### src/rtl/gn2d_pkg.sv
// Package for the 2D gradient noise unit: hash constants, parameter defaults
// and the elaboration-time gradient magnitude function.
// No dependencies.
package gn2d_pkg;

  // Default parameter values
  localparam int unsigned FRAC_BITS_DEF  = 8;
  localparam int unsigned ANGLE_BITS_DEF = 10;
  localparam int unsigned GRAD_BITS_DEF  = 16;

  // Hash multipliers
  localparam logic [31:0] HASH_MUL_X = 32'd3284157443;
  localparam logic [31:0] HASH_MUL_Y = 32'd1911520717;
  localparam logic [31:0] HASH_MUL_H = 32'd2048419325;

  // Quarter wave constants in Q30
  localparam longint unsigned ONE_Q30 = 64'd1 << 30;
  localparam longint unsigned PIH_Q30 = 64'd1686629713;

  // Rotate a 32-bit word by 16
  function automatic logic [31:0] rotl16(input logic [31:0] v);
    return {v[15:0], v[31:16]};
  endfunction

  // Gradient magnitude for quarter-wave step idx, evaluated at elaboration only
  function automatic logic [23:0] grad_mag_of(input int unsigned idx,
                                              input int unsigned abits,
                                              input int unsigned gbits);
    longint unsigned u;
    longint unsigned z;
    longint unsigned z2;
    longint unsigned t;
    longint unsigned m;
    longint unsigned g;
    longint unsigned lim;
    u  = 64'(idx) << (32 - abits);
    z  = (u * PIH_Q30) >> 30;
    z2 = (z * z) >> 30;
    t  = ONE_Q30;
    t  = ONE_Q30 - ((z2 * t) >> 30) / 156;
    t  = ONE_Q30 - ((z2 * t) >> 30) / 110;
    t  = ONE_Q30 - ((z2 * t) >> 30) / 72;
    t  = ONE_Q30 - ((z2 * t) >> 30) / 42;
    t  = ONE_Q30 - ((z2 * t) >> 30) / 20;
    t  = ONE_Q30 - ((z2 * t) >> 30) / 6;
    m  = (z * t) >> 30;
    g  = (m + (64'd1 << (30 - gbits))) >> (31 - gbits);
    lim = (64'd1 << (gbits - 1)) - 64'd1;
    if (g > lim) g = lim;
    return 24'(g);
  endfunction

endpackage

### src/rtl/gn2d_front.sv
// Front end of the 2D gradient noise unit: takes a sample word and splits it
// into lattice cell and fractional offset. Depends on gn2d_pkg.
module gn2d_front #(
  parameter int unsigned FRAC_BITS = gn2d_pkg::FRAC_BITS_DEF
) (
  input  logic                        clk,
  input  logic                        rst_n,
  input  logic                        start,
  output logic                        busy,
  input  logic signed [23:0]          in_x_coord,
  input  logic signed [23:0]          in_y_coord,
  output logic                        push,
  input  logic                        q_full,
  output logic [31:0]                 cell_x,
  output logic [31:0]                 cell_y,
  output logic [FRAC_BITS-1:0]        frac_x,
  output logic [FRAC_BITS-1:0]        frac_y
);
  import gn2d_pkg::*;

  logic                 valid_r;
  logic [31:0]          cx_r;
  logic [31:0]          cy_r;
  logic [FRAC_BITS-1:0] fx_r;
  logic [FRAC_BITS-1:0] fy_r;
  logic                 take;

  // Hold the word while the queue is full
  assign busy = valid_r & q_full;
  assign take = start & ~busy;
  assign push = valid_r & ~q_full;

  // Control: word valid flag
  always_ff @(posedge clk) begin
    if (!rst_n) begin
      valid_r <= 1'b0;
    end else if (take) begin
      valid_r <= 1'b1;
    end else if (push) begin
      valid_r <= 1'b0;
    end
  end

  // Split into floor cell and fraction
  always_ff @(posedge clk) begin
    if (take) begin
      cx_r <= 32'(in_x_coord >>> FRAC_BITS);
      cy_r <= 32'(in_y_coord >>> FRAC_BITS);
      fx_r <= in_x_coord[FRAC_BITS-1:0];
      fy_r <= in_y_coord[FRAC_BITS-1:0];
    end
  end

  assign cell_x = cx_r;
  assign cell_y = cy_r;
  assign frac_x = fx_r;
  assign frac_y = fy_r;
endmodule

### config.mk
export PLATFORM = sky130hd
export DESIGN_NAME = gn2d_front
export DESIGN_NICKNAME = d
export VERILOG_FILES = /design/src/rtl/gn2d_pkg.sv /design/src/rtl/gn2d_front.sv
export SDC_FILE = /design/constraint.sdc
export NUM_CORES = 1
export LEC_CHECK = 0
export ABC_AREA = 1
export BUFFER_PORTS_ARGS = -buffer_cell sky130_fd_sc_hd__buf_2
export CORE_ASPECT_RATIO = 1.25
export CORE_MARGIN = 8
export CORE_UTILIZATION = 35
export CTS_BUF_LIST = sky130_fd_sc_hd__clkbuf_8
export CTS_CLUSTER_SIZE = 20
export DETAILED_ROUTE_END_ITERATION = 6
export GPL_ROUTABILITY_DRIVEN = 0
export PLACE_DENSITY_LB_ADDON = 0.05
export SYNTH_ARGS = -nofsm -noshare
export SYNTH_HDL_FRONTEND = slang
export SYNTH_SLANG_ARGS = --single-unit
### constraint.sdc
create_clock -name clk -period 7.1 [get_ports clk]
set_clock_uncertainty 0.05 [all_clocks]
set_input_delay 1.42 -clock clk [delete_from_list [all_inputs] [get_ports clk]]
set_output_delay 1.42 -clock clk [all_outputs]
set_load 0.1 [all_outputs]
==> summary.txt <==
Run status
  – Outcome: finished, final reports clean

Routing
  – Via count: 1056
  – Final WL: 3.95 mm
  – Drt pass-1 iters: 4
  – Remaining antenna violation count: 0
  – DRC violations left: 0
  – Routed wire per std cell: 15.3 um
  – Detailed Route Iter0 Violations: 62
  – Drt via density: 4.08

Critical path
  – Worst EP required: 5.63 ns
  – Critical path startpoint category: input port
  – Setup crit end kind: output port
  – Critical path class: input port to output port
  – Arr. time, crit path: 2.08 ns
  – Maximum fanout along the worst path: 2

Layout
  – Post-layout util: 0.497
  – Area growth syn-to-layout: 36.3%
  – Fillcell total: 443
  – Post-Layout Cell Count: 259
  – Net count, final: 250
  – Antenna diodes: 0
  – Share of layout cells above drive strength 1: 0.734

Clocking
  – Clock Sink Count: 49
  – Worst-Skew Late Latency: 0.29 ns
  – Hold buffer count at CTS: 0
  – Number of gates resized after CTS: 0
  – Maximum root-to-sink buffer count: 2
  – Post-CTS setup buffers: 0
  – H-tree Lvls: 2
  – Num CTS Buffers: 5
  – Clk root buf: clkbuf_8
  – Worst-path clk slew: 0.09 ns
  – CTS tree: built

STA
  – Final hold slack: 0.437 ns
  – Final Hold Fails: 0
  – Tcrit/Tclk final: 0.500
  – # setup viols final: 0
  – Total Neg Setup Slack: 0 ns
  – Fmax: 0.282 GHz
  – Max-slew headroom: 0.667
  – Least-Margin Pin Slew: 0.503 ns
  – RSZ-0062 raised after global routing: false
  – Max Transition Viols Final: 0
  – Setup ws final: 3.55 ns
  – Min Tclk post-route: 3.55 ns

Synthesis
  – Mapped cell area: 1740 um^2
  – Synth Warn #: 0
  – Syn_area_per_cell: 19.5 um^2
  – Syn Inst Count: 89
  – Yosys cell types: 8
  – Post-synthesis register bit count: 49
  – Syn nets: 141
  – Seq/Total Area, Yosys: 0.840

Run
  – Max Cap Viol: 0

Global route
  – Gr ovfl total: 0
  – Total GRT Usage: 0.102
  – Vias in the first global route: 1146
  – Largest net degree at the start of global routing: 36
  – Antenna violations before repair: 0
  – First-pass GRT wire length: 5.71 mm

Floorplan
  – Initial Util: 0.365
  – Core area: 4760 um^2
  – Rows: 28
  – Total die area: 7490 um^2
  – Die width: 79.1 um
  – Die extent in y: 94.8 um
  – Num ports: 134

Power
  – LEAKAGE: 0.00109 uW
  – Maximum resistive drop on vdd: 157 uV
  – PwrDens: 330 nW/um^2

Placement
  – Port-buffer cells: 133
  – Placed Cells: 251
  – Post-detail-place hpwl: 3.19 mm
  – Worst slack at placement: 3.55 ns

Min path
  – Hold Crit Class: flip-flop to flip-flop
-- power by group --
group / switching (uW) / leakage (uW) / total [uW] / internal (uW)
Clock: 90.3 / 0.0000543 / 196 / 105
Sequential: 5.37 / 0.000473 / 343 / 337
Combinational: 216 / 0.000560 / 244 / 27.7
Total: 312 / 0.00109 / 782 / 470
-- sequential cells by signal, indices dropped and copies added (netlist names) --
signal,flops
cell_x,16
cell_y,16
frac_x,8
frac_y,8
valid_r,1
-- synth_stat cells --
| library cell | count | area (um^2) |
|---|---|---|
| edfxtp_1 | 48 | 1440 |
| buf_4 | 32 | 240 |
| inv_1 | 3 | 11.3 |
| nor2_1 | 2 | 7.51 |
| a21oi_2 | 1 | 8.76 |
| dfxtp_1 | 1 | 20.0 |
| inv_2 | 1 | 3.75 |
| nand2_2 | 1 | 6.26 |
-- cell type report --
cell class	count	area, um^2	area share
Clock buffer	5	68.8	0.0290
Clock inverter	3	46.3	0.0195
Inverter	4	15.0	0.00634
Multi-Input combinational cell	4	30.0	0.0127
Sequential cell	49	1460	0.617
Tap cell	60	75.1	0.0317
Timing Repair Buffer	134	673	0.284
-- path summary, 6_finish.rpt --
| check | to | from | cells past startpoint | slack, ns |
|---|---|---|---|---|
| setup / recovery | busy | q_full | 4 | 3.55 |
| hold / removal | valid_r | valid_r | 2 | 0.44 |
| setup reg to reg | cell_x[8] | valid_r | 4 | 5.45 |
| hold reg to reg | valid_r | valid_r | 2 | 0.44 |
-- cells by family (layout without fill, tap and decap cells) --
group,Yosys count,count (layout),synth area share
AO/OA/AOI/OAI,1,1,0.00504
AND/OR/NAND/NOR,3,3,0.00792
buffers and inverters,36,146,0.147
flip-flops,49,49,0.840
-- layer usage --
layer / GRT usage / wire (um) / part of all wire / vias up
li1: - / - / - / 497
met1: 0.0893 / 1220 / 0.31 / 470
met2: 0.170 / 1910 / 0.48 / 84
met3: 0.0789 / 772 / 0.20 / 5
met4: 0.0418 / 52 / 0.013 / 0
met5: 0 / 0 / 0 / -
-- worst max-delay path: stages --
cell     delay, ns
buf_2         0.09
nand2_2       0.06
inv_2         0.07
buf_2         0.42
-- layout by cell type (no fill, tap or decap), types with 3 or more instances in the layout --
cell        n
inv_1       3
buf_2     133
clkbuf_8    5
edfxtp_1   48
-- per-stage QoR --
| step | total power (uW) | area (um^2) |
|---|---|---|
| 6_report | 782 | 2370 |
| 5_1_grt | 810 | 2370 |
| 4_1_cts | 792 | 2370 |
| 3_5_place_dp | 596 | 2250 |
| 3_3_place_gp | 593 | 2250 |
| 2_1_floorplan | 568 | 1740 |
Power figures use the tool's default switching activity.
