==> config.mk <==
export PLATFORM = sky130hd
export DESIGN_NAME = gn2d_queue
export DESIGN_NICKNAME = d
export VERILOG_FILES = /design/src/rtl/gn2d_pkg.sv /design/src/rtl/gn2d_queue.sv
export SDC_FILE = /design/constraint.sdc
export NUM_CORES = 1
export LEC_CHECK = 0
export BUFFER_PORTS_ARGS = -buffer_cell sky130_fd_sc_hd__buf_2
export CORE_MARGIN = 4
export CORE_UTILIZATION = 45
export DETAILED_ROUTE_END_ITERATION = 8
export GPL_TIMING_DRIVEN = 0
export PLACE_DENSITY_LB_ADDON = 0.05
export REMOVE_ABC_BUFFERS = 1
export SLEW_MARGIN = 30
export SYNTH_ARGS = -nofsm -noshare
export SYNTH_HDL_FRONTEND = slang
export SYNTH_SLANG_ARGS = --single-unit
export TNS_END_PERCENT = 10
==> constraint.sdc <==
create_clock -name clk -period 3.4 [get_ports clk]
set_input_delay 0 -clock clk [delete_from_list [all_inputs] [get_ports clk]]
set_output_delay 0 -clock clk [all_outputs]
set_load 0.03 [all_outputs]
==> src/rtl/gn2d_pkg.sv <==
// Package for the 2D gradient noise unit: hash constants, parameter defaults
// and the elaboration-time gradient magnitude function.
// No dependencies.
package gn2d_pkg;

  // Default parameter values
  localparam int unsigned FRAC_BITS_DEF  = 8;
  localparam int unsigned ANGLE_BITS_DEF = 10;
  localparam int unsigned GRAD_BITS_DEF  = 16;

  // Hash multipliers
  localparam logic [31:0] HASH_MUL_X = 32'd3284157443;
  localparam logic [31:0] HASH_MUL_Y = 32'd1911520717;
  localparam logic [31:0] HASH_MUL_H = 32'd2048419325;

  // Quarter wave constants in Q30
  localparam longint unsigned ONE_Q30 = 64'd1 << 30;
  localparam longint unsigned PIH_Q30 = 64'd1686629713;

  // Rotate a 32-bit word by 16
  function automatic logic [31:0] rotl16(input logic [31:0] v);
    return {v[15:0], v[31:16]};
  endfunction

  // Gradient magnitude for quarter-wave step idx, evaluated at elaboration only
  function automatic logic [23:0] grad_mag_of(input int unsigned idx,
                                              input int unsigned abits,
                                              input int unsigned gbits);
    longint unsigned u;
    longint unsigned z;
    longint unsigned z2;
    longint unsigned t;
    longint unsigned m;
    longint unsigned g;
    longint unsigned lim;
    u  = 64'(idx) << (32 - abits);
    z  = (u * PIH_Q30) >> 30;
    z2 = (z * z) >> 30;
    t  = ONE_Q30;
    t  = ONE_Q30 - ((z2 * t) >> 30) / 156;
    t  = ONE_Q30 - ((z2 * t) >> 30) / 110;
    t  = ONE_Q30 - ((z2 * t) >> 30) / 72;
    t  = ONE_Q30 - ((z2 * t) >> 30) / 42;
    t  = ONE_Q30 - ((z2 * t) >> 30) / 20;
    t  = ONE_Q30 - ((z2 * t) >> 30) / 6;
    m  = (z * t) >> 30;
    g  = (m + (64'd1 << (30 - gbits))) >> (31 - gbits);
    lim = (64'd1 << (gbits - 1)) - 64'd1;
    if (g > lim) g = lim;
    return 24'(g);
  endfunction

endpackage

==> src/rtl/gn2d_queue.sv <==
// Two-entry queue between front and back of the gradient noise unit.
// Depends on gn2d_pkg.
module gn2d_queue #(
  parameter int unsigned WIDTH = 64
) (
  input  logic             clk,
  input  logic             rst_n,
  input  logic             push,
  input  logic [WIDTH-1:0] wr_data,
  output logic             full,
  output logic             pop,
  output logic [WIDTH-1:0] rd_data
);
  import gn2d_pkg::*;

  logic [WIDTH-1:0] mem_r [2];
  logic [1:0]       cnt_r;
  logic [1:0]       cnt_nxt;
  logic             wp_r;
  logic             rp_r;

  // Drain one word per cycle whenever one is present
  assign pop     = (cnt_r != 2'd0);
  assign full    = (cnt_r == 2'd2);
  assign rd_data = mem_r[rp_r];

  always_comb begin
    cnt_nxt = cnt_r + 2'(push) - 2'(pop);
  end

  // Advance pointers and count
  always_ff @(posedge clk) begin
    if (!rst_n) begin
      cnt_r <= 2'd0;
      wp_r  <= 1'b0;
      rp_r  <= 1'b0;
    end else begin
      cnt_r <= cnt_nxt;
      if (push) wp_r <= ~wp_r;
      if (pop)  rp_r <= ~rp_r;
    end
  end

  // Write storage
  always_ff @(posedge clk) begin
    if (push) begin
      mem_r[wp_r] <= wr_data;
    end
  end
endmodule

==> impl_results.md, run 1 <==
* First-pass GRT wire length at 14400 um
* Final worst path period share at 59.6%
* Worst EP required at 3400 ps
* Dpl hpwl at 5740 um
* Starting DRT DRC Count at 102
* H-tree depth at 4
* TritonCTS Buffers at 17
* Share of the synthesized area in the top cell type at 74.9%
* Vias in the first global route at 2961
* Final Max Slew Viols at 0
* Design area at 0.00729 sq mm
* Adder-cell share of the synthesized area at 0.244%
* Largest net degree at the start of global routing at 40
* Top cells by area, synth: edfxtp_1, mux2_4, buf_12
* Fill cells at 785
* Final worst-path setup slack at 1370 ps
* Final Wtd Congestion at 0.657
* Final Power at 4.40 mW
* Die Wd at 115 um
* Synth Area in XOR/XNOR at 0%
* Yosys warning count at 0
* CTS tree: built
* Worst path arrival time at 2030 ps
* Clk pin slew, worst setup/hold paths at 60 ps
* Crit. End Element: output port
* Clock Skew at 11.4 ps
* Initial antenna violation count at 0
* Share of the synthesized area in compound gates (AO/OA/AOI/OAI) at 0.244%
* Multiplexer share of the synthesized area at 18.6%
* Final wirelength at 9210 um
* Fmax achieved at 0.494 GHz
* # port buffers at 132
* Core Rows at 38
* Synth Area in Simple Gates at 1.49%
* Crit path kind: register to output port
* Layout cells sized above 1 at 52.0%
* Via density at 4.64
* Final antenna-violating net count at 0
* Num Clock Sinks at 133
* Status: complete, no violations
* Combinational family with the most area after synthesis: multiplexers
* Sequential area share after synthesis at 76.8%
* Total Die Area at 0.0132 sq mm
* Clk_lat worst skew at 390 ps
* Leading area contributor after synthesis: edfxtp_1
* Yosys reg bits at 133
* Final #Nets at 505
* CTS Buffer Depth at 2
* RSZ-0062 raised after global routing: false
* Synthesis-to-finish area growth at 42.1%
* Pwr dens at 603 mW/mm^2
* Worst min-delay path class: primary input to register
* Slowest CP cell: dfxtp_4
* Setup bufs post-CTS at 0
* Area of the core at 0.0110 sq mm
* Io pins at 133
* Max Cap Viol at 0
* Clock Tree Root: clkbuf_16
* Via count at 2735
* Die H at 115 um
* Slowest cell delay on critical path at 740 ps
* GR Overflow Total at 0
* Initial cell density of the core at 46.7%
* Hold Vio Cnt, Final at 0
* Yosys cell types at 17
* Area post-placement at 0.00598 sq mm
* Cell area after synthesis at 0.00513 sq mm
* Worst-path fanout max at 34
* Maximum vdd drop at 0.335 mV
* GRT Resource Usage Total at 14.4%
* Syn_area_per_cell at 23.2 sq um
* Startpoint types: register
* Pre-antenna DRT Iters at 4
* Routed length per instance at 15.6 um
* Fin crit period at 2030 ps
* Dpl ws at 1750 ps
* Final setup violation count at 0
* Drc violations at 0
* Static leakage at 2.93 nW
* Diode count at 0
* Slew headroom at 59.1%
* Crit path cell chain: buf_16 -> mux2_2 -> buf_2
* Slew @ Worst Pin at 614 ps
* Post-Synthesis Cells at 221
-- worst max-delay path: cells and delay by family (launching register included) --
| family | cells | cell delay [ps] |
|---|---|---|
| muxes | 1 | 370 |
| buffers and inverters | 2 | 490 |
| DFF | 1 | 740 |
-- final timing paths --
path                                   from           end  slack, ps  cells past startpoint
worst max-delay path               register    rd_data[1]       1370                      3
worst min-delay path            wr_data[41]  mem_r[0][41]        320                      2
worst min register to register     cnt_r[1]      cnt_r[1]        530                      2
worst max register to register         wp_r          wp_r       1750                      4
-- registers in the layout, indices dropped and copies added (netlist names), named ones only --
name / flops
mem_r: 128
wp_r: 1
cnt_r: 2
rp_r: 1
-- metrics by stage --
| stage | utilization (%) | std cells | hold slack (ps) | setup TNS (ps) |
|---|---|---|---|---|
| after CTS | 66.4 | 590 | 305 | 0 |
| after detailed placement | 54.5 | 491 | 191 | 0 |
| final | 66.4 | 590 | 322 | 0 |
| after floorplan | - | 214 | 98.9 | -17330 |
| after global placement | 53.1 | 486 | 188 | -181900 |
| after global routing | 66.4 | 590 | 314 | 0 |
-- where the power goes --
part / internal [mW] / switching (mW)
Sequential: 1.89 / 0.0337
Clock: 1.31 / 0.647
Combinational: 0.248 / 0.273
-- per-layer routing --
metal / up-vias / track usage, % / part of all wire (%)
met5: - / 0 / 0
met3: 2 / 5.63 / 6.3
li1: 1316 / - / -
met4: 0 / 3.76 / 0.34
met1: 1332 / 16.0 / 39
met2: 85 / 26.0 / 54
-- cells in the mapped netlist --
cell / n
nand2b_1: 1
mux2i_1: 1
edfxtp_1: 128
or2_2: 1
nor2b_1: 4
or3_1: 1
and3_1: 2
dfxtp_1: 5
buf_12: 6
and2_1: 2
mux2_4: 60
mux2_2: 4
nand2_1: 2
buf_6: 1
ha_1: 1
o21ai_0: 1
o21a_1: 1
-- placed cells by master (no fill, tap or decap), drive strengths merged, types with 4 or more instances in the layout --
master and instances:
buf 137, bufinv 5, dfxtp 5, dlygate4sd3 67, clkbuf 20, nor2b 4
clkinv 4, edfxtp 128, mux2 64
-- final cells by class --
cell class              instances  area (sq um)  area share [%]
clock buffers                  20           437            5.99
clock inverters                12           205            2.81
repair buffers                204          1460            20.0
multi-input cells              81          1070            14.6
flip-flops and latches        133          3950            54.1
well taps                     140           175            2.40
-- cell families (layout without fill, tap and decap cells) --
family	count (synthesis)	count (layout)
and+or+nand+nor	13	13
AOI/OAI and AO/OA	2	2
adders and majority gates	1	1
buffers and inverters	7	236
muxes	65	65
DFF	133	133
-- what timing repair did --
action                    CTS  global route
resized for setup           0             0
hold endpoints to repair  133             0
hold buffers               67             0
(Power assumes the default switching activity.)
==> run 2: changes to the inputs <==
clock period = 1.77 ns   (was 3.4 ns; I/O delays follow)
==> run 2 against run 1 <==
Against the previous run:
- clock skew decreased by 2.0 ps
- register-to-register slack got worse by 1600 ps
- core utilization up 0.75 points
- first-iteration DRC count rose by 6.9%
- critical path depth increased by 1
- via count about the same
- sequential power rose by 91%
- worst setup slack got worse by 1300 ps
- flip-flop and latch count stayed put
==> impl_results.md, run 2 (synthesized netlist as in run 1, its figures left out) <==
* Clock Skew at 9.42 ps (-1.97 ps)
* Slew @ Worst Pin at 411 ps (-203 ps)
* Fin crit period at 1660 ps
* Synthesis-to-finish area growth at 43.7%
* Crit path from: wp_r
* Crit Reg-Reg Startpoint: wp_r
* # port buffers at 132 (unchanged)
* R2R Setup Slk at 110 ps (-1640 ps)
* Static leakage at 2.97 nW (+1.3%)
* RR Endpoint: wp_r
* Dpl ws at 115 ps (-1630 ps)
* Clock Tree Root: clkbuf_16
* Worst hold stages at 2 (unchanged)
* Final wirelength at 9330 um (+1.2%)
* H-tree depth at 4 (unchanged)
* Maximum vdd drop at 0.646 mV (+93%)
* Clk pin slew, worst setup/hold paths at 60 ps (about the same)
* Area of the core at 0.0110 sq mm (unchanged)
* Dpl cells at 491 (unchanged)
* Final #Nets at 510 (+0.99%)
* Final Wtd Congestion at 0.657 (unchanged)
* Total Die Area at 0.0132 sq mm (unchanged)
* Die Wd at 115 um (unchanged)
* Final setup violation count at 0 (unchanged)
* Top reg by flops: mem_r
* Final Max Slew Viols at 0 (unchanged)
* Die H at 115 um (unchanged)
* Hold Vio Cnt, Final at 0 (unchanged)
* Final worst-path setup slack at 111 ps (-1260 ps)
* Io pins at 133 (unchanged)
* Layout cells sized above 1 at 52.5% (+0.53 points)
* Hold WS at 322 ps (-0.0850 ps)
* Vias in the first global route at 2980 (+0.64%)
* Most common cell after layout, fill and taps aside: buf_2
* Status: complete, no violations
* Worst min-delay path class: primary input to register
* Core Rows at 38 (unchanged)
* Largest register FFs at 128 (unchanged)
* First-pass GRT wire length at 14700 um (+1.7%)
* Largest regs: mem_r: 128 flops, cnt_r: 2 flops
* Most frequent cells in the layout: buf_2, edfxtp_1, dlygate4sd3_1
* Pwr dens at 1150 mW/mm^2 (+91%)
* Clk_lat worst skew at 390 ps (about the same)
* TritonCTS Buffers at 17 (unchanged)
* Worst path arrival time at 2000 ps (-30 ps)
* Num Clock Sinks at 133 (unchanged)
* RSZ-0062 raised after global routing: false
* Fmax achieved at 0.603 GHz
* Via density at 4.59 (-0.91%)
* CTS tree: built
* Worst EP required at 2110 ps (-1290 ps)
* Crit. End Element: register
* Final antenna-violating net count at 0 (unchanged)
* Initial cell density of the core at 46.7% (unchanged)
* Final worst path period share at 93.7%
* Routed length per instance at 15.7 um (+0.38%)
* Diode count at 0 (unchanged)
* CTS Buffer Depth at 2 (unchanged)
* Crit path kind: register to register
* Startpoint types: register
* Fin cells at 595 (+0.85%)
* Starting DRT DRC Count at 109 (+6.9%)
* Final Power at 8.48 mW (+93%)
* Setup TNS at 0 ps (unchanged)
* Largest net degree at the start of global routing at 40 (unchanged)
* Drc violations at 0 (unchanged)
* Worst R2R Path Depth at 4 (unchanged)
* Dpl hpwl at 5740 um (unchanged)
* Initial antenna violation count at 0 (unchanged)
* Via count at 2733 (-0.073%)
* Worst Hold End: mem_r[0][41]
* GR Overflow Total at 0 (unchanged)
* Hold path startpoint: wr_data[41]
* Worst-path fanout max at 20 (-41%)
* Fill cells at 776 (-1.1%)
* Slew headroom at 72.5% (+13 points)
* Pre-antenna DRT Iters at 4 (unchanged)
* Max Cap Viol at 0 (unchanged)
* GRT Resource Usage Total at 14.7% (+0.25 points)
## run 2: routing by layer
metal / vias to the layer above / track usage, % / routed length [um]
met4: 0 / 3.76 / 54
li1: 1327 / - / -
met5: - / 0 / 0
met2: 85 / 26.4 / 5040
met3: 5 / 5.68 / 633
met1: 1316 / 16.3 / 3590
## run 2: how the worst max path moves through the flow
stage | depth (start not counted) | slack [ps] | end
6_report | 4 | 110 | wp_r
2_1_floorplan | 1 | -1900 | mem_r[0][0]
3_5_place_dp | 3 | 120 | rd_data[1]
3_3_place_gp | 1 | -3780 | mem_r[0][14]
4_1_cts | 4 | 100 | wp_r
5_1_grt | 4 | 30 | wp_r
## run 2: through the flow
| step | instance area [sq um] | utilization (%) |
|---|---|---|
| 6_report | 7380 | 67.2 |
| 5_1_grt | 7380 | 67.2 |
| 4_1_cts | 7380 | 67.2 |
| 3_5_place_dp | 5980 | 54.5 |
| 3_3_place_gp | 5840 | 53.1 |
| 2_1_floorplan | 5000 | - |
## run 2: cell type report
| cell class | instances | area [sq um] | area share, % |
|---|---|---|---|
| multi-input cells | 81 | 1070 | 14.5 |
| well taps | 140 | 175 | 2.37 |
| clock inverters | 12 | 205 | 2.78 |
| flip-flops and latches | 133 | 3950 | 53.5 |
| repair buffers | 209 | 1540 | 20.9 |
| clock buffers | 20 | 437 | 5.92 |
## run 2: critical path, cell delays in order (launching register included)
cell and delay [ps]:
dfxtp_1 340, nor2b_4 370, buf_16 220, o21a_1 140, dlygate4sd3_1 540
## run 2: repair_timing
item,CTS,global route
hold endpoints to repair,133,0
setup endpoints to repair,35,0
hold buffers,67,0
gates resized for setup,0,0
setup buffers,5,0
## run 2: power by group
group	internal, mW	switching, mW	leakage, nW
logic	0.500	0.555	1.42
registers	3.63	0.0405	1.24
clock network	2.51	1.25	0.305
total	6.64	1.84	2.97
